$ cat src/rtl/asb_pkg.sv
// ----------------------------------------------------------------------------
// asb_pkg - shared types and constants of the adaptive spin backoff block
// Event codes, configuration register indexes, reset values and the structs
// that carry configuration, controller state and one result between modules.
// ----------------------------------------------------------------------------
package asb_pkg;

    localparam int unsigned CNT_W   = 10;   // spin counts, budgets, limits
    localparam int unsigned SLPC_W  = 11;   // sleep counter
    localparam int unsigned US_W    = 20;   // sleep lengths in microseconds
    localparam int unsigned CUR_W   = 21;   // current sleep with growth headroom
    localparam int unsigned ACT_W   = 3;
    localparam int unsigned CIDX_W  = 3;
    localparam int unsigned CDATA_W = 20;
    localparam int unsigned FOLD_W  = 14;   // shared*15 + budget

    typedef enum logic [ACT_W-1:0] {
        ACT_BEGIN  = 3'd0,
        ACT_FAILED = 3'd1,
        ACT_ACQ    = 3'd2,
        ACT_LOAD   = 3'd3,
        ACT_FOLD   = 3'd4
    } asb_action_t;

    typedef enum logic [CIDX_W-1:0] {
        CFG_SPIN_FLOOR    = 3'd0,
        CFG_SPIN_CEILING  = 3'd1,
        CFG_DELAY_LIMIT   = 3'd2,
        CFG_FIRST_SLEEP   = 3'd3,
        CFG_SLEEP_CEILING = 3'd4
    } asb_cfg_idx_t;

    localparam logic [CNT_W-1:0] RST_SPIN_FLOOR    = 10'd10;
    localparam logic [CNT_W-1:0] RST_SPIN_CEILING  = 10'd1000;
    localparam logic [CNT_W-1:0] RST_DELAY_LIMIT   = 10'd1000;
    localparam logic [US_W-1:0]  RST_FIRST_SLEEP   = 20'd1000;
    localparam logic [US_W-1:0]  RST_SLEEP_CEILING = 20'd1000000;
    localparam logic [CNT_W-1:0] RST_SPIN_BUDGET   = 10'd100;

    localparam logic [SLPC_W-1:0] BUDGET_STEP_UP   = 11'd100;
    localparam logic [CNT_W-1:0]  DELAY_COUNT_SAT  = 10'h3FF;

    typedef struct packed {
        logic [CNT_W-1:0] spin_floor;
        logic [CNT_W-1:0] spin_ceiling;
        logic [CNT_W-1:0] delay_limit;
        logic [US_W-1:0]  first_sleep_us;
        logic [US_W-1:0]  sleep_ceiling_us;
    } asb_cfg_t;

    typedef struct packed {
        logic [CNT_W-1:0]  spin_count;
        logic [SLPC_W-1:0] sleep_count;
        logic [CUR_W-1:0]  current_sleep;
        logic [CNT_W-1:0]  spin_budget;
        logic              stuck_flag;
    } asb_state_t;

    typedef struct packed {
        logic [US_W-1:0]  sleep_us;
        logic             stuck;
        logic [CNT_W-1:0] delay_count;
        logic [CNT_W-1:0] spin_budget_now;
        logic [CNT_W-1:0] folded_estimate;
    } asb_result_t;

endpackage

$ cat src/rtl/asb_if.sv
// ----------------------------------------------------------------------------
// asb_in_if / asb_out_if - request and result channels
// Valid/ready channels; a request moves at a clock edge with both high.
// ----------------------------------------------------------------------------
interface asb_in_if #(
    parameter int unsigned RAND_BITS = 16
);
    logic                 valid;
    logic                 ready;
    logic [2:0]           action;
    logic [RAND_BITS-1:0] rand_fraction;
    logic [9:0]           shared_estimate;

    modport source (output valid, action, rand_fraction, shared_estimate, input ready);
    modport sink   (input valid, action, rand_fraction, shared_estimate, output ready);
endinterface

interface asb_out_if;
    logic        valid;
    logic        ready;
    logic [19:0] sleep_us;
    logic        stuck;
    logic [9:0]  delay_count;
    logic [9:0]  spin_budget_now;
    logic [9:0]  folded_estimate;

    modport source (output valid, sleep_us, stuck, delay_count, spin_budget_now,
                    folded_estimate, input ready);
    modport sink   (input valid, sleep_us, stuck, delay_count, spin_budget_now,
                    folded_estimate, output ready);
endinterface

$ cat src/rtl/adaptive_spin_backoff_core.sv
// ----------------------------------------------------------------------------
// adaptive_spin_backoff_core - backoff controller for lock acquisition
// Randomized exponential sleep backoff with an adaptive spin budget.
// ----------------------------------------------------------------------------
// Usage:
//   in_ch carries one event request per handshake: action (begin, attempt
//   failed, acquired, load estimate, fold estimate), a random growth
//   fraction and a shared budget estimate. out_ch returns exactly one result
//   per request, in order: sleep length, stuck flag, delay count, current
//   spin budget and the folded estimate.
//   A request is held in the input register; the event logic then updates
//   the controller state and loads the result register. Throughput is one
//   request per cycle while out_ch does not stall; the critical path is the
//   21 x RAND_BITS growth multiply feeding the ceiling compare.
//   When out_ch stalls, the result register holds and one more request is
//   still taken into the input register; ready drops only when both hold.
//   Reset restores the configuration defaults, clears the counters, current
//   sleep and stuck flag, sets the spin budget to 100 and empties both
//   registers. Write configuration (cfg_we/cfg_index/cfg_data) only while
//   no request is in flight.
// ----------------------------------------------------------------------------
module adaptive_spin_backoff_core #(
    parameter int unsigned RAND_BITS = 16
) (
    input  logic         clk,
    input  logic         rst_n,
    asb_in_if.sink       in_ch,
    asb_out_if.source    out_ch,
    input  logic         cfg_we,
    input  logic [2:0]   cfg_index,
    input  logic [19:0]  cfg_data
);
    import asb_pkg::*;

    asb_cfg_t             cfg;

    // input register
    logic                 in_valid_reg;
    logic                 in_valid_next;
    logic [ACT_W-1:0]     action_reg;
    logic [RAND_BITS-1:0] rand_reg;
    logic [CNT_W-1:0]     shared_reg;

    // result register
    logic                 out_valid_reg;
    logic                 out_valid_next;
    asb_result_t          result_reg;
    asb_result_t          result_next;

    // controller state
    asb_state_t           state_reg;
    asb_state_t           state_next;

    logic                 in_take;
    logic                 advance;

    asb_cfg u_cfg (
        .clk       (clk),
        .rst_n     (rst_n),
        .cfg_we    (cfg_we),
        .cfg_index (cfg_index),
        .cfg_data  (cfg_data),
        .cfg       (cfg)
    );

    asb_step #(
        .RAND_BITS (RAND_BITS)
    ) u_step (
        .cfg             (cfg),
        .state           (state_reg),
        .action          (action_reg),
        .rand_fraction   (rand_reg),
        .shared_estimate (shared_reg),
        .state_next      (state_next),
        .result          (result_next)
    );

    // Advance the held request when the result register is empty or draining.
    assign advance     = in_valid_reg && (!out_valid_reg || out_ch.ready);
    assign in_ch.ready = !in_valid_reg || advance;
    assign in_take     = in_ch.valid && in_ch.ready;

    always_comb
    begin
        if (in_take)
            in_valid_next = 1'b1;
        else if (advance)
            in_valid_next = 1'b0;
        else
            in_valid_next = in_valid_reg;

        if (advance)
            out_valid_next = 1'b1;
        else if (out_ch.ready)
            out_valid_next = 1'b0;
        else
            out_valid_next = out_valid_reg;
    end

    always_ff @(posedge clk or negedge rst_n)
    begin
        if (!rst_n)
        begin
            in_valid_reg            <= 1'b0;
            out_valid_reg           <= 1'b0;
            state_reg.spin_count    <= '0;
            state_reg.sleep_count   <= '0;
            state_reg.current_sleep <= '0;
            state_reg.spin_budget   <= RST_SPIN_BUDGET;
            state_reg.stuck_flag    <= 1'b0;
        end
        else
        begin
            in_valid_reg  <= in_valid_next;
            out_valid_reg <= out_valid_next;
            // commit state only when the request's result is captured
            if (advance)
                state_reg <= state_next;
        end
    end

    // payload registers, no reset
    always_ff @(posedge clk)
    begin
        if (in_take)
        begin
            action_reg <= in_ch.action;
            rand_reg   <= in_ch.rand_fraction;
            shared_reg <= in_ch.shared_estimate;
        end
        if (advance)
            result_reg <= result_next;
    end

    assign out_ch.valid           = out_valid_reg;
    assign out_ch.sleep_us        = result_reg.sleep_us;
    assign out_ch.stuck           = result_reg.stuck;
    assign out_ch.delay_count     = result_reg.delay_count;
    assign out_ch.spin_budget_now = result_reg.spin_budget_now;
    assign out_ch.folded_estimate = result_reg.folded_estimate;

endmodule

$ cat src/rtl/asb_cfg.sv
// ----------------------------------------------------------------------------
// asb_cfg - configuration register file
// Five write-only registers, loaded by index; unknown indexes are dropped.
// ----------------------------------------------------------------------------
module asb_cfg (
    input  logic                   clk,
    input  logic                   rst_n,
    input  logic                   cfg_we,
    input  logic [2:0]             cfg_index,
    input  logic [19:0]            cfg_data,
    output asb_pkg::asb_cfg_t      cfg
);
    import asb_pkg::*;

    asb_cfg_t cfg_reg;
    asb_cfg_t cfg_next;

    always_comb
    begin
        cfg_next = cfg_reg;
        if (cfg_we)
        begin
            unique case (cfg_index)
                CFG_SPIN_FLOOR:    cfg_next.spin_floor       = cfg_data[CNT_W-1:0];
                CFG_SPIN_CEILING:  cfg_next.spin_ceiling     = cfg_data[CNT_W-1:0];
                CFG_DELAY_LIMIT:   cfg_next.delay_limit      = cfg_data[CNT_W-1:0];
                CFG_FIRST_SLEEP:   cfg_next.first_sleep_us   = cfg_data[US_W-1:0];
                CFG_SLEEP_CEILING: cfg_next.sleep_ceiling_us = cfg_data[US_W-1:0];
                default:           cfg_next = cfg_reg;
            endcase
        end
    end

    always_ff @(posedge clk or negedge rst_n)
    begin
        if (!rst_n)
        begin
            cfg_reg.spin_floor       <= RST_SPIN_FLOOR;
            cfg_reg.spin_ceiling     <= RST_SPIN_CEILING;
            cfg_reg.delay_limit      <= RST_DELAY_LIMIT;
            cfg_reg.first_sleep_us   <= RST_FIRST_SLEEP;
            cfg_reg.sleep_ceiling_us <= RST_SLEEP_CEILING;
        end
        else
        begin
            cfg_reg <= cfg_next;
        end
    end

    assign cfg = cfg_reg;

endmodule

$ cat src/rtl/asb_grow.sv
// ----------------------------------------------------------------------------
// asb_grow - randomized sleep growth
// Return cur + round(cur * r / 2^RAND_BITS), half up, wrapped to 21 bits.
// ----------------------------------------------------------------------------
module asb_grow #(
    parameter int unsigned RAND_BITS = 16
) (
    input  logic [20:0]          cur,
    input  logic [RAND_BITS-1:0] r,
    output logic [20:0]          grown
);
    import asb_pkg::*;

    localparam int unsigned PW = CUR_W + RAND_BITS;
    localparam logic [PW-1:0] HALF = PW'(1) << (RAND_BITS - 1);

    logic [PW-1:0]    prod;
    logic [PW-1:0]    rounded;
    logic [CUR_W:0]   sum;

    assign prod    = PW'(cur) * PW'(r);
    assign rounded = prod + HALF;
    assign sum     = {1'b0, cur} + {1'b0, rounded[PW-1:RAND_BITS]};
    assign grown   = sum[CUR_W-1:0];

endmodule

$ cat src/rtl/asb_step.sv
// ----------------------------------------------------------------------------
// asb_step - per-event next state and result
// Decode one event against the current controller state and configuration.
// ----------------------------------------------------------------------------
module asb_step #(
    parameter int unsigned RAND_BITS = 16
) (
    input  asb_pkg::asb_cfg_t    cfg,
    input  asb_pkg::asb_state_t  state,
    input  logic [2:0]           action,
    input  logic [RAND_BITS-1:0] rand_fraction,
    input  logic [9:0]           shared_estimate,
    output asb_pkg::asb_state_t  state_next,
    output asb_pkg::asb_result_t result
);
    import asb_pkg::*;

    logic [CNT_W-1:0]  spin_inc;
    logic [SLPC_W-1:0] sleep_inc;
    logic [CUR_W-1:0]  cur_base;
    logic [CUR_W-1:0]  grown;
    logic [SLPC_W-1:0] budget_up;
    logic [CNT_W-1:0]  budget_dn;
    logic [FOLD_W-1:0] fold_sum;
    logic [US_W-1:0]   sleep_now;
    logic [CNT_W-1:0]  folded;

    assign spin_inc  = state.spin_count + CNT_W'(1);
    assign sleep_inc = state.sleep_count + SLPC_W'(1);
    assign cur_base  = (state.current_sleep == '0) ? {1'b0, cfg.first_sleep_us}
                                                  : state.current_sleep;
    assign budget_up = {1'b0, state.spin_budget} + BUDGET_STEP_UP;
    assign budget_dn = state.spin_budget - CNT_W'(1);
    // shared*15 as shared*16 - shared
    assign fold_sum  = ({4'b0, shared_estimate} << 4) - {4'b0, shared_estimate}
                     + {4'b0, state.spin_budget};

    asb_grow #(
        .RAND_BITS (RAND_BITS)
    ) u_grow (
        .cur   (cur_base),
        .r     (rand_fraction),
        .grown (grown)
    );

    always_comb
    begin
        state_next = state;
        sleep_now  = '0;
        folded     = '0;
        unique case (action)
            ACT_BEGIN:
            begin
                state_next.spin_count    = '0;
                state_next.sleep_count   = '0;
                state_next.current_sleep = '0;
                state_next.stuck_flag    = 1'b0;
            end
            ACT_FAILED:
            begin
                if (!state.stuck_flag)
                begin
                    state_next.spin_count = spin_inc;
                    if (spin_inc >= state.spin_budget)
                    begin
                        state_next.sleep_count = sleep_inc;
                        if (sleep_inc > {1'b0, cfg.delay_limit})
                        begin
                            // freeze: keep current sleep and the raised spin count
                            state_next.stuck_flag = 1'b1;
                        end
                        else
                        begin
                            sleep_now             = cur_base[US_W-1:0];
                            state_next.spin_count = '0;
                            if (grown > {1'b0, cfg.sleep_ceiling_us})
                                state_next.current_sleep = {1'b0, cfg.first_sleep_us};
                            else
                                state_next.current_sleep = grown;
                        end
                    end
                end
            end
            ACT_ACQ:
            begin
                if (!state.stuck_flag)
                begin
                    if (state.current_sleep == '0)
                    begin
                        if (state.spin_budget < cfg.spin_ceiling)
                        begin
                            if (budget_up < {1'b0, cfg.spin_ceiling})
                                state_next.spin_budget = budget_up[CNT_W-1:0];
                            else
                                state_next.spin_budget = cfg.spin_ceiling;
                        end
                    end
                    else if (state.spin_budget > cfg.spin_floor)
                    begin
                        if (budget_dn > cfg.spin_floor)
                            state_next.spin_budget = budget_dn;
                        else
                            state_next.spin_budget = cfg.spin_floor;
                    end
                end
            end
            ACT_LOAD:
            begin
                state_next.spin_budget = shared_estimate;
            end
            ACT_FOLD:
            begin
                folded = fold_sum[FOLD_W-1:4];
            end
            default:
            begin
                state_next = state;
            end
        endcase
    end

    always_comb
    begin
        result.sleep_us        = sleep_now;
        result.stuck           = state_next.stuck_flag;
        result.delay_count     = state_next.sleep_count[SLPC_W-1] ? DELAY_COUNT_SAT
                               : state_next.sleep_count[CNT_W-1:0];
        result.spin_budget_now = state_next.spin_budget;
        result.folded_estimate = folded;
    end

endmodule

$ cat src/flat_wrapper.sv
// flat-port wrapper written by rule: the top's interface ports become plain ports
module adaptive_spin_backoff_core_flat import asb_pkg::*;
#(
    parameter int unsigned RAND_BITS = 16
)
  (clk, rst_n, cfg_we, cfg_index, cfg_data, in_ch_valid, in_ch_action, in_ch_rand_fraction, in_ch_shared_estimate, in_ch_ready, out_ch_valid, out_ch_sleep_us, out_ch_stuck, out_ch_delay_count, out_ch_spin_budget_now, out_ch_folded_estimate, out_ch_ready);
  asb_in_if #(.RAND_BITS(RAND_BITS)) in_ch_i ();
  asb_out_if out_ch_i ();
  input  logic clk;
  input  logic rst_n;
  input  logic cfg_we;
  input  logic [2:0] cfg_index;
  input  logic [19:0] cfg_data;
  input wire logic [$bits(in_ch_i.valid)-1:0] in_ch_valid;
  input wire logic [$bits(in_ch_i.action)-1:0] in_ch_action;
  input wire logic [$bits(in_ch_i.rand_fraction)-1:0] in_ch_rand_fraction;
  input wire logic [$bits(in_ch_i.shared_estimate)-1:0] in_ch_shared_estimate;
  output wire logic [$bits(in_ch_i.ready)-1:0] in_ch_ready;
  output wire logic [$bits(out_ch_i.valid)-1:0] out_ch_valid;
  output wire logic [$bits(out_ch_i.sleep_us)-1:0] out_ch_sleep_us;
  output wire logic [$bits(out_ch_i.stuck)-1:0] out_ch_stuck;
  output wire logic [$bits(out_ch_i.delay_count)-1:0] out_ch_delay_count;
  output wire logic [$bits(out_ch_i.spin_budget_now)-1:0] out_ch_spin_budget_now;
  output wire logic [$bits(out_ch_i.folded_estimate)-1:0] out_ch_folded_estimate;
  input wire logic [$bits(out_ch_i.ready)-1:0] out_ch_ready;
  assign in_ch_i.valid = in_ch_valid;
  assign in_ch_i.action = in_ch_action;
  assign in_ch_i.rand_fraction = in_ch_rand_fraction;
  assign in_ch_i.shared_estimate = in_ch_shared_estimate;
  assign in_ch_ready = in_ch_i.ready;
  assign out_ch_valid = out_ch_i.valid;
  assign out_ch_sleep_us = out_ch_i.sleep_us;
  assign out_ch_stuck = out_ch_i.stuck;
  assign out_ch_delay_count = out_ch_i.delay_count;
  assign out_ch_spin_budget_now = out_ch_i.spin_budget_now;
  assign out_ch_folded_estimate = out_ch_i.folded_estimate;
  assign out_ch_i.ready = out_ch_ready;
  adaptive_spin_backoff_core #(.RAND_BITS(RAND_BITS)) u_core (.clk(clk), .rst_n(rst_n), .in_ch(in_ch_i), .out_ch(out_ch_i), .cfg_we(cfg_we), .cfg_index(cfg_index), .cfg_data(cfg_data));
endmodule
$ cat config.mk
export PLATFORM = sky130hd
export DESIGN_NAME = adaptive_spin_backoff_core_flat
export DESIGN_NICKNAME = d
export VERILOG_FILES = /design/src/rtl/asb_pkg.sv /design/src/rtl/asb_if.sv /design/src/rtl/adaptive_spin_backoff_core.sv /design/src/rtl/asb_cfg.sv /design/src/rtl/asb_grow.sv /design/src/rtl/asb_step.sv /design/src/flat_wrapper.sv
export SDC_FILE = /design/constraint.sdc
export NUM_CORES = 1
export LEC_CHECK = 0
export BUFFER_PORTS_ARGS = -buffer_cell sky130_fd_sc_hd__buf_2
export CELL_PAD_IN_SITES_DETAIL_PLACEMENT = 2
export CELL_PAD_IN_SITES_GLOBAL_PLACEMENT = 2
export CORE_ASPECT_RATIO = 1.2
export CORE_MARGIN = 8
export CORE_UTILIZATION = 44
export DETAILED_ROUTE_END_ITERATION = 7
export HOLD_SLACK_MARGIN = 0.03
export PLACE_DENSITY = 0.86
export SLEW_MARGIN = 20
export SYNTH_ARGS = -nofsm -noshare
export SYNTH_HDL_FRONTEND = slang
export SYNTH_SLANG_ARGS = --single-unit
export TNS_END_PERCENT = 100
$ cat constraint.sdc
create_clock -name clk -period 30.6 [get_ports clk]
set_input_delay 4.59 -clock clk [delete_from_list [all_inputs] [get_ports clk]]
set_output_delay 4.59 -clock clk [all_outputs]
set_load 0.01 [all_outputs]
==> results of run 1 <==
## placed cells by master, fill, tap and decap left out, types with 19 or more instances in the layout
cell       netlist  final
a21o_1          57     57
a21oi_1         79     79
and2_1         163    162
and3_1          28     28
buf_2            2    108
buf_4            0     30
clkbuf_16        0     26
dfrtp_1         95     95
dfstp_2         30     30
edfxtp_1        80     80
fa_1           270    270
ha_1           239    239
inv_1          418    418
mux2_2          27     27
nand2_1        320    320
nand2b_1        19     19
nand3_1         53     53
nor2_1          70     69
nor3_1          27     26
o2111ai_1       21     21
o211ai_1        19     19
o21ai_0        104    103
xnor2_1         54     54
xor2_1          26     26
## cells by family (layout without fill, tap and decap cells)
group,count (synthesis),in the layout,share of synthesized area [%]
AO/OA/AOI/OAI,413,413,11.9
XOR/XNOR,81,81,3.08
adder cells (fa/ha/maj),509,509,35.6
buffers and inverters,530,606,8.81
flip-flops,205,205,23.6
multiplexers,39,39,1.80
AND/OR/NAND/NOR,740,740,15.3
## area by class of cell
type	instances	area [um^2]	area share (%)
clock buffer	35	714	2.79
clock inverter	13	78.8	0.308
inverter	420	1580	6.16
multi-input combinational	1782	16000	62.5
sequential	205	5570	21.8
tap	712	891	3.48
timing repair buffer	138	766	2.99
## worst max-delay path by stage
| stage | startpoint | to | slack [ns] | cells past startpoint |
|---|---|---|---|---|
| after global routing | u_core.state_reg[31] | u_core.state_reg[26] | 17.14 | 46 |
| after floorplan | u_core.state_reg[31] | u_core.state_reg[11] | 19.77 | 48 |
| after global placement | u_core.state_reg[31] | u_core.state_reg[26] | 18.79 | 46 |
| final | u_core.state_reg[31] | u_core.state_reg[26] | 17.78 | 46 |
| after detailed placement | u_core.state_reg[31] | u_core.state_reg[26] | 17.93 | 46 |
| after CTS | u_core.state_reg[31] | u_core.state_reg[26] | 17.81 | 46 |
## per-stage QoR
stage | utilization (%) | cells | setup slack [ns]
floorplan | - | 2517 | 19.77
global placement | 46.4 | 3257 | 18.79
detailed placement | 46.4 | 3257 | 17.93
CTS | 47.9 | 3305 | 17.81
global route | 47.9 | 3305 | 17.14
finish | 47.9 | 3305 | 17.78
## tightest hold or removal path, cell delays in order, from the launching register on
cell     delay, ns
dfstp_2       0.36
inv_1         0.06
o21ai_0       0.08
## metal layers
layer	track usage, %	vias to the layer above
li1	-	8347
met1	31.7	10100
met2	56.3	617
met3	3.40	313
met4	17.5	0
met5	0	-
==> reports/qor.csv, run 1 <==
metric,value,unit
maxCapViolations,0,
hold_violations,0,
finalWirelength,91500,um
synth.distinct_cells,87,
synth.top_cells.by_count,"418 x inv_1, 320 x nand2_1, 270 x fa_1",
largest_register_ffs,70,
rsz0062_at_grt,no,
ant_nets,0,
cpMostUsedCell,fa_1,
fin_tns_setup,0,ns
path_delay_family,compound AO/OA/AOI/OAI gates,
grt_usage,30.1,%
vias_per_cell,5.87,
crit_arrival,13.26,ns
ys_ff_latch,205,
grt_antenna_before_repair,0,
synthCells,2517,
clockBufferDepth,3,
synth_most_common_cell,inv_1,
grt-ovfl-total,0,
postCtsSetupBuffers,0,
r2r_end,u_core.state_reg[26],
yosysSeqAreaShare,23.6,%
worst_setup_path_end_kind,register,
cp_slowest_cell,a21o_1,
synth_edf_count,80,
clock_sinks,205,
synthArstFlopShare,61.0,%
tightest_slew,1.20,ns
yosys_warnings,0,
drc,0,
antennaDiodeCount,0,
path_buf_inv,6,
hold-path-endpoint,u_core.u_cfg.cfg[48],
clk_latency,0.58,ns
start_util,44.2,%
grt_pass1_vias,23400,
cts_hold_buf,0,
r2r_cells,46,
routed-wl-met2,49700,um
hold_depth,2,
rr_startpoint,u_core.state_reg[31],
synth-main-ff-cell,dfrtp_1,
holdWs,0.512,ns
maxSlewViolCount,0,
avgSynthCellArea,9.38,um^2
place.gp.congestion,0.912,
io_pins,110,
cp.required,31.05,ns
synth_area,23600,um^2
cts_tree,yes,
yosysTopAreaCellShare,22.9,%
synth_fp_nets,3083,
hp-start,u_core.u_cfg.cfg[48],
core,53400,um^2
synth_top_area_cell,fa_1,
first_pass_iters,5,
layout.nets,3139,
wl_per_cell,27.7,um
met1_length,32200,um
dp_hpwl,69100,um
hold_class,reg2reg,
max_slew_margin,20.2,%
numCtsBuffers,26,
fin_crit,12.82,ns
setup_violations,0,
fin_crit_sh,41.9,%
portBuffers,109,
rows,93,
finalClockSkew,0.0211,ns
drive_gt1_share,10.6,%
critPathKind,reg2reg,
max_stage_delay,0.85,ns
area_delta_synth_final,8.42,%
dr_total_vias,19400,
drt_iter0_drc,1036,
final_area,25600,um^2
grt_max_degree,67,
routed.top_layer,met4,
cts_root_buffer,clkbuf_16,
dieHeight,270,um
cts_resized,0,
grt_first_pass_wirelength,141000,um
outcome,completed,
reg2reg_setup_slack,17.78,ns
route.met3.wl,3620,um
synth_area_leaders,"fa_1 23%, ha_1 13%, edfxtp_1 10%, dfrtp_1 10%, inv_1 6.6%",
clkTransAtPathRegs,0.07,ns
max_freq,0.0780,GHz
num-fill-cells,5656,
place_area,24800,um^2
die_w,227,um
start_kind,register,
h-tree-depth,1,
crit_fanout,27,
die-area,61300,um^2
Power of run 1 is not shown: default switching activity piles up to over one toggle a cycle in this logic, so the estimate is an artifact.
==> run 2, diff against run 1 <==
--- a/config.mk
+++ b/config.mk
@@ -10,10 +10,10 @@
 export CELL_PAD_IN_SITES_GLOBAL_PLACEMENT = 2
 export CORE_ASPECT_RATIO = 1.2
 export CORE_MARGIN = 8
-export CORE_UTILIZATION = 44
+export CORE_UTILIZATION = 41
 export DETAILED_ROUTE_END_ITERATION = 7
 export HOLD_SLACK_MARGIN = 0.03
-export PLACE_DENSITY = 0.86
+export PLACE_DENSITY = 0.8
 export SLEW_MARGIN = 20
 export SYNTH_ARGS = -nofsm -noshare
 export SYNTH_HDL_FRONTEND = slang
==> constraint.sdc (replaced) <==
create_clock -name clk -period 12.95 [get_ports clk]
set_input_delay 1.9425 -clock clk [delete_from_list [all_inputs] [get_ports clk]]
set_output_delay 1.9425 -clock clk [all_outputs]
set_load 0.01 [all_outputs]
==> run 2 against run 1 <==
First-iteration DRC count down 25%. Die area up 6.8%. Sequential share of layout area down 0.24 points. Wire length down 7.7%. Sequential cell count unchanged. Worst setup slack worse by 17 ns. Non-clock buffer count up 13. Global-route usage down 4.2 points. Hold slack worse by 0.0036 ns. Count of clock-buffer cells in the layout up 1. Core utilization down 2.6 points. Final area up 1.1%. Critical path type unchanged.
==> reports/qor.csv, run 2 (same netlist as run 1, synthesis figures left out) <==
metric,value,unit,change
outcome,completed,,unchanged
rsz0062_at_grt,no,,unchanged
finalWirelength,84500,um,was 91500 um
endpoint,u_core.state_reg[26],,unchanged
ant_nets,0,,unchanged
cp_slowest_cell,fa_1,,was a21o_1
layout.nets,3154,,was 3139
area_delta_synth_final,9.63,%,was 8.42%
place.gp.congestion,0.908,,was 0.912
routed-wl-met2,45800,um,was 49700 um
max_stage_delay,0.56,ns,was 0.85 ns
clkTransAtPathRegs,0.06,ns,was 0.07 ns
finalClockSkew,0.0153,ns,was 0.0211 ns
grt-ovfl-total,0,,unchanged
die-area,65500,um^2,was 61300 um^2
reg2reg_setup_slack,0.68,ns,was 17.78 ns
grt_max_degree,79,,was 67
grt_first_pass_wirelength,132000,um,was 141000 um
r2r_end,u_core.state_reg[26],,unchanged
hold_violations,0,,unchanged
maxCapViolations,0,,unchanged
dieHeight,279,um,was 270 um
startpoint,u_core.state_reg[30],,was u_core.state_reg[31]
critPathKind,reg2reg,,unchanged
numCtsBuffers,28,,was 26
largest_register_ffs,70,,unchanged
worst_setup_path_end_kind,register,,unchanged
r2r_cells,42,,was 46
rr_startpoint,u_core.state_reg[30],,was u_core.state_reg[31]
grt_pass1_vias,22700,,was 23.4k
fin_crit,12.27,ns,was 12.82 ns
clockBufferDepth,3,,unchanged
postCtsSetupBuffers,0,,unchanged
h-tree-depth,1,,unchanged
drt_iter0_drc,773,,was 1036
cp.required,13.40,ns,was 31.05 ns
fin_tns_setup,0,ns,unchanged
core,57100,um^2,was 53400 um^2
hold_class,reg2reg,,unchanged
die_w,235,um,was 227 um
routed.top_layer,met4,,unchanged
cts_tree,yes,,unchanged
met1_length,31800,um,was 32200 um
max_freq,0.0815,GHz,was 0.0780 GHz
tightest_slew,1.14,ns,was 1.20 ns
io_pins,110,,unchanged
crit_fanout,18,,was 27
route.met3.wl,2530,um,was 3620 um
drive_gt1_share,11.4,%,was 10.6%
drc,0,,unchanged
dr_total_vias,18900,,was 19.4k
grt_usage,25.8,%,was 30.1%
start_util,41.4,%,was 44.2%
rows,96,,was 93
wl_per_cell,25.3,um,was 27.7 um
setup_violations,0,,unchanged
vias_per_cell,5.66,,was 5.87
portBuffers,109,,unchanged
maxSlewViolCount,0,,unchanged
clock_sinks,205,,unchanged
fin_crit_sh,94.7,%,was 41.9%
clk_latency,0.57,ns,was 0.58 ns
cts_root_buffer,clkbuf_16,,unchanged
cts_hold_buf,0,,unchanged
max_slew_margin,23.9,%,was 20.2%
dp_hpwl,66600,um,was 69100 um
start_kind,register,,unchanged
crit_arrival,12.72,ns,was 13.26 ns
most-common-layout-cells,"418 x inv_1, 320 x nand2_1, 270 x fa_1",,unchanged
final_common_cell,inv_1,,unchanged
antennaDiodeCount,0,,unchanged
first_pass_iters,4,,was 5
grt_antenna_before_repair,0,,unchanged
-- run 2: final cells by class --
cell class	count	area [um^2]
Fill cell	6167	31200
Multi-Input combinational cell	1782	16000
Sequential cell	205	5570
Inverter	420	1580
Tap cell	735	920
Timing Repair Buffer	151	867
Clock buffer	36	783
Clock inverter	16	156
-- run 2: critical path, delay by kind of cell (launching register included) --
family / cells / cell delay, ns
compound gates: 18 / 4.21
xor+xnor: 2 / 0.40
fa+ha+maj: 9 / 4.20
buf+inv: 4 / 0.56
flops: 1 / 0.40
simple gates: 9 / 2.38
-- run 2: worst min path at each step --
stage,start,end,slack (ns),depth (start not counted)
floorplan,u_core.in_valid_reg,u_core.out_ch.valid,0.46,1
global placement,u_core.in_valid_reg,u_core.out_ch.valid,0.47,1
detailed placement,u_core.in_valid_reg,u_core.out_ch.valid,0.50,1
CTS,u_core.in_valid_reg,u_core.out_ch.valid,0.51,1
global route,u_core.u_cfg.cfg[46],u_core.u_cfg.cfg[46],0.55,2
finish,u_core.u_cfg.cfg[48],u_core.u_cfg.cfg[48],0.51,2
-- run 2: per-layer routing --
layer	vias up	track usage, %
met2	387	49.8
li1	8385	-
met4	0	12.4
met3	226	2.74
met5	-	0
met1	9935	27.9
-- run 2: stage by stage --
step	setup slack, ns	instances	util (%)	area, um^2	hold slack, ns
final	0.681	3345	45.4	25900	0.508
after floorplan	2.12	2517	-	23600	0.457
after global placement	1.02	3293	43.7	24900	0.473
after global routing	0.0897	3345	45.4	25900	0.548
after detailed placement	0.581	3293	43.7	24900	0.500
after CTS	0.481	3345	45.3	25900	0.515
-- run 2: repair_timing --
| item | in CTS | in global routing |
|---|---|---|
| hold endpoints to repair | 0 | 0 |
| setup endpoints to repair | 0 | 11 |
| gates resized for setup | 0 | 1 |
Power of run 2 is left out for the same reason.
==> run 3, diff against run 2 <==
--- a/config.mk
+++ b/config.mk
@@ -8,7 +8,7 @@
 export BUFFER_PORTS_ARGS = -buffer_cell sky130_fd_sc_hd__buf_2
 export CELL_PAD_IN_SITES_DETAIL_PLACEMENT = 2
 export CELL_PAD_IN_SITES_GLOBAL_PLACEMENT = 2
-export CORE_ASPECT_RATIO = 1.2
+export CORE_ASPECT_RATIO = 0.6
 export CORE_MARGIN = 8
 export CORE_UTILIZATION = 41
 export DETAILED_ROUTE_END_ITERATION = 7
==> run 3 against run 2 <==
Maximum frequency down 0.77%. Highest routed layer is now met5. Wire length up 5.5%. Critical path type unchanged. Sequential cell count unchanged.
==> reports/qor.csv, run 3 (same netlist as run 1, synthesis figures left out) <==
metric,value,unit,change
num-fill-cells,6262,,was 6167
grt_usage,26.8,%,was 25.8%
dp_hpwl,70600,um,was 66600 um
hold_violations,0,,unchanged
most-common-layout-cells,"418 x inv_1, 320 x nand2_1, 270 x fa_1",,unchanged
maxSlewViolCount,0,,unchanged
outcome,completed,,unchanged
crit_arrival,12.80,ns,was 12.72 ns
clk_latency,0.56,ns,was 0.57 ns
io_pins,110,,unchanged
tightest_slew,1.19,ns,was 1.14 ns
wl_per_cell,26.4,um,was 25.3 um
drt_iter0_drc,1447,,was 773
finalWirelength,89200,um,was 84500 um
grt_pass1_vias,22100,,was 22.7k
worst_setup_path_end_kind,register,,unchanged
area_delta_synth_final,9.66,%,was 9.63%
hold_class,reg2reg,,unchanged
r2r_end,u_core.state_reg[26],,unchanged
max_slew_margin,20.6,%,was 23.9%
finalClockSkew,0.0206,ns,was 0.0153 ns
drive_gt1_share,11.7,%,was 11.4%
endpoint,u_core.state_reg[26],,unchanged
clockBufferDepth,3,,unchanged
clkTransAtPathRegs,0.07,ns,was 0.06 ns
maxCapViolations,0,,unchanged
grt_antenna_before_repair,3,,was 0
max_stage_delay,0.68,ns,was 0.56 ns
hold_depth,1,,was 2
fin_crit_sh,95.5,%,was 94.7%
clock_sinks,205,,unchanged
seqCellArea,5570,um^2,unchanged
place.gp.congestion,0.928,,was 0.908
multiInputGateArea,16000,um^2,about the same
r2r_cells,45,,was 42
critPathKind,reg2reg,,unchanged
crit_fanout,19,,was 18
portBuffers,109,,unchanged
dr_total_vias,19300,,was 18.9k
fin_tns_setup,0,ns,unchanged
die_w,326,um,was 235 um
cts_hold_buf,0,,unchanged
grt-ovfl-total,0,,unchanged
drc,0,,unchanged
max_freq,0.0809,GHz,was 0.0815 GHz
rr_startpoint,u_core.state_reg[31],,was u_core.state_reg[30]
cts_resized,0,,unchanged
startpoint,u_core.state_reg[31],,was u_core.state_reg[30]
postCtsSetupBuffers,0,,unchanged
core,57200,um^2,was 57100 um^2
instances_no_fill,3381,,was 3345
place_ws,0.491,ns,was 0.581 ns
cts_root_buffer,clkbuf_16,,unchanged
h-tree-depth,1,,unchanged
start_kind,register,,unchanged
fin_ws,0.586,ns,was 0.681 ns
rsz0062_at_grt,no,,unchanged
cpMostUsedCell,fa_1,,
numCtsBuffers,24,,was 28
largest_register_ffs,70,,unchanged
post-place-cells,3333,,was 3293
start_util,41.3,%,was 41.4%
final_common_cell,inv_1,,unchanged
layout.nets,3158,,was 3154
first_pass_iters,5,,was 4
die-area,65800,um^2,was 65500 um^2
cp_slowest_cell,dfrtp_1,,was fa_1
reg2reg_setup_slack,0.59,ns,was 0.68 ns
setup_violations,0,,unchanged
cts_tree,yes,,unchanged
cp.required,13.39,ns,was 13.40 ns
fin_crit,12.36,ns,was 12.27 ns
grt_max_degree,72,,was 79
vias_per_cell,5.72,,was 5.66
dieHeight,202,um,was 279 um
ant_nets,0,,unchanged
grt_first_pass_wirelength,136000,um,was 132000 um
rows,68,,was 96
[run 3: cell count changes in the layout (fill, tap and decap cells not counted), moves of 2 or more]
cell | previous run | this run
a21o_1 | 57 | 47
a21o_2 | 1 | 11
buf_4 | 42 | 47
clkbuf_1 | 5 | 7
clkbuf_16 | 30 | 25
clkbuf_8 | 1 | 5
clkinv_2 | 5 | 3
clkinv_4 | 2 | 0
[run 3: how the worst min path moves through the flow]
| stage | from | endpoint | slack [ns] |
|---|---|---|---|
| after CTS | u_core.state_reg[52] | u_core.state_reg[52] | 0.53 |
| after global routing | u_core.u_cfg.cfg[9] | u_core.u_cfg.cfg[9] | 0.55 |
| final | u_core.state_reg[52] | u_core.state_reg[52] | 0.52 |
| after floorplan | u_core.in_valid_reg | u_core.out_ch.valid | 0.46 |
| after detailed placement | u_core.in_valid_reg | u_core.out_ch.valid | 0.50 |
| after global placement | u_core.in_valid_reg | u_core.out_ch.valid | 0.47 |
[run 3: cell type report]
class	instances	share of cell area [%]
clock buffer	36	2.73
tap	770	3.72
timing repair buffer	159	3.70
sequential	205	21.5
clock inverter	8	0.334
inverter	420	6.09
antenna	1	0.00967
multi-input combinational	1782	61.9
[run 3: metal layers]
metal | vias to the layer above | routed length, um | part of all wire, % | GRT usage [%]
li1 | 8392 | - | - | -
met1 | 10200 | 41400 | 46 | 38.6
met2 | 630 | 38800 | 44 | 40.9
met3 | 121 | 7130 | 8.0 | 6.37
met4 | 2 | 1820 | 2.0 | 5.38
met5 | - | 13 | 0.015 | 0.0749
[run 3: through the flow]
step	utilization [%]	hold slack, ns	cell area (um^2)
2_1_floorplan	-	0.457	23600
3_3_place_gp	43.8	0.468	25000
5_1_grt	45.3	0.547	25900
3_5_place_dp	43.8	0.498	25000
6_report	45.3	0.525	25900
4_1_cts	45.1	0.529	25800
[run 3: critical path, delay by kind of cell (launching register included)]
| family | cells | cell delay, ns |
|---|---|---|
| AO/OA/AOI/OAI | 17 | 3.96 |
| XOR/XNOR | 2 | 0.34 |
| adder cells (fa/ha/maj) | 9 | 4.22 |
| buffers and inverters | 5 | 0.60 |
| flip-flops | 1 | 0.68 |
| AND/OR/NAND/NOR | 12 | 2.43 |
Power of run 3 is left out for the same reason.
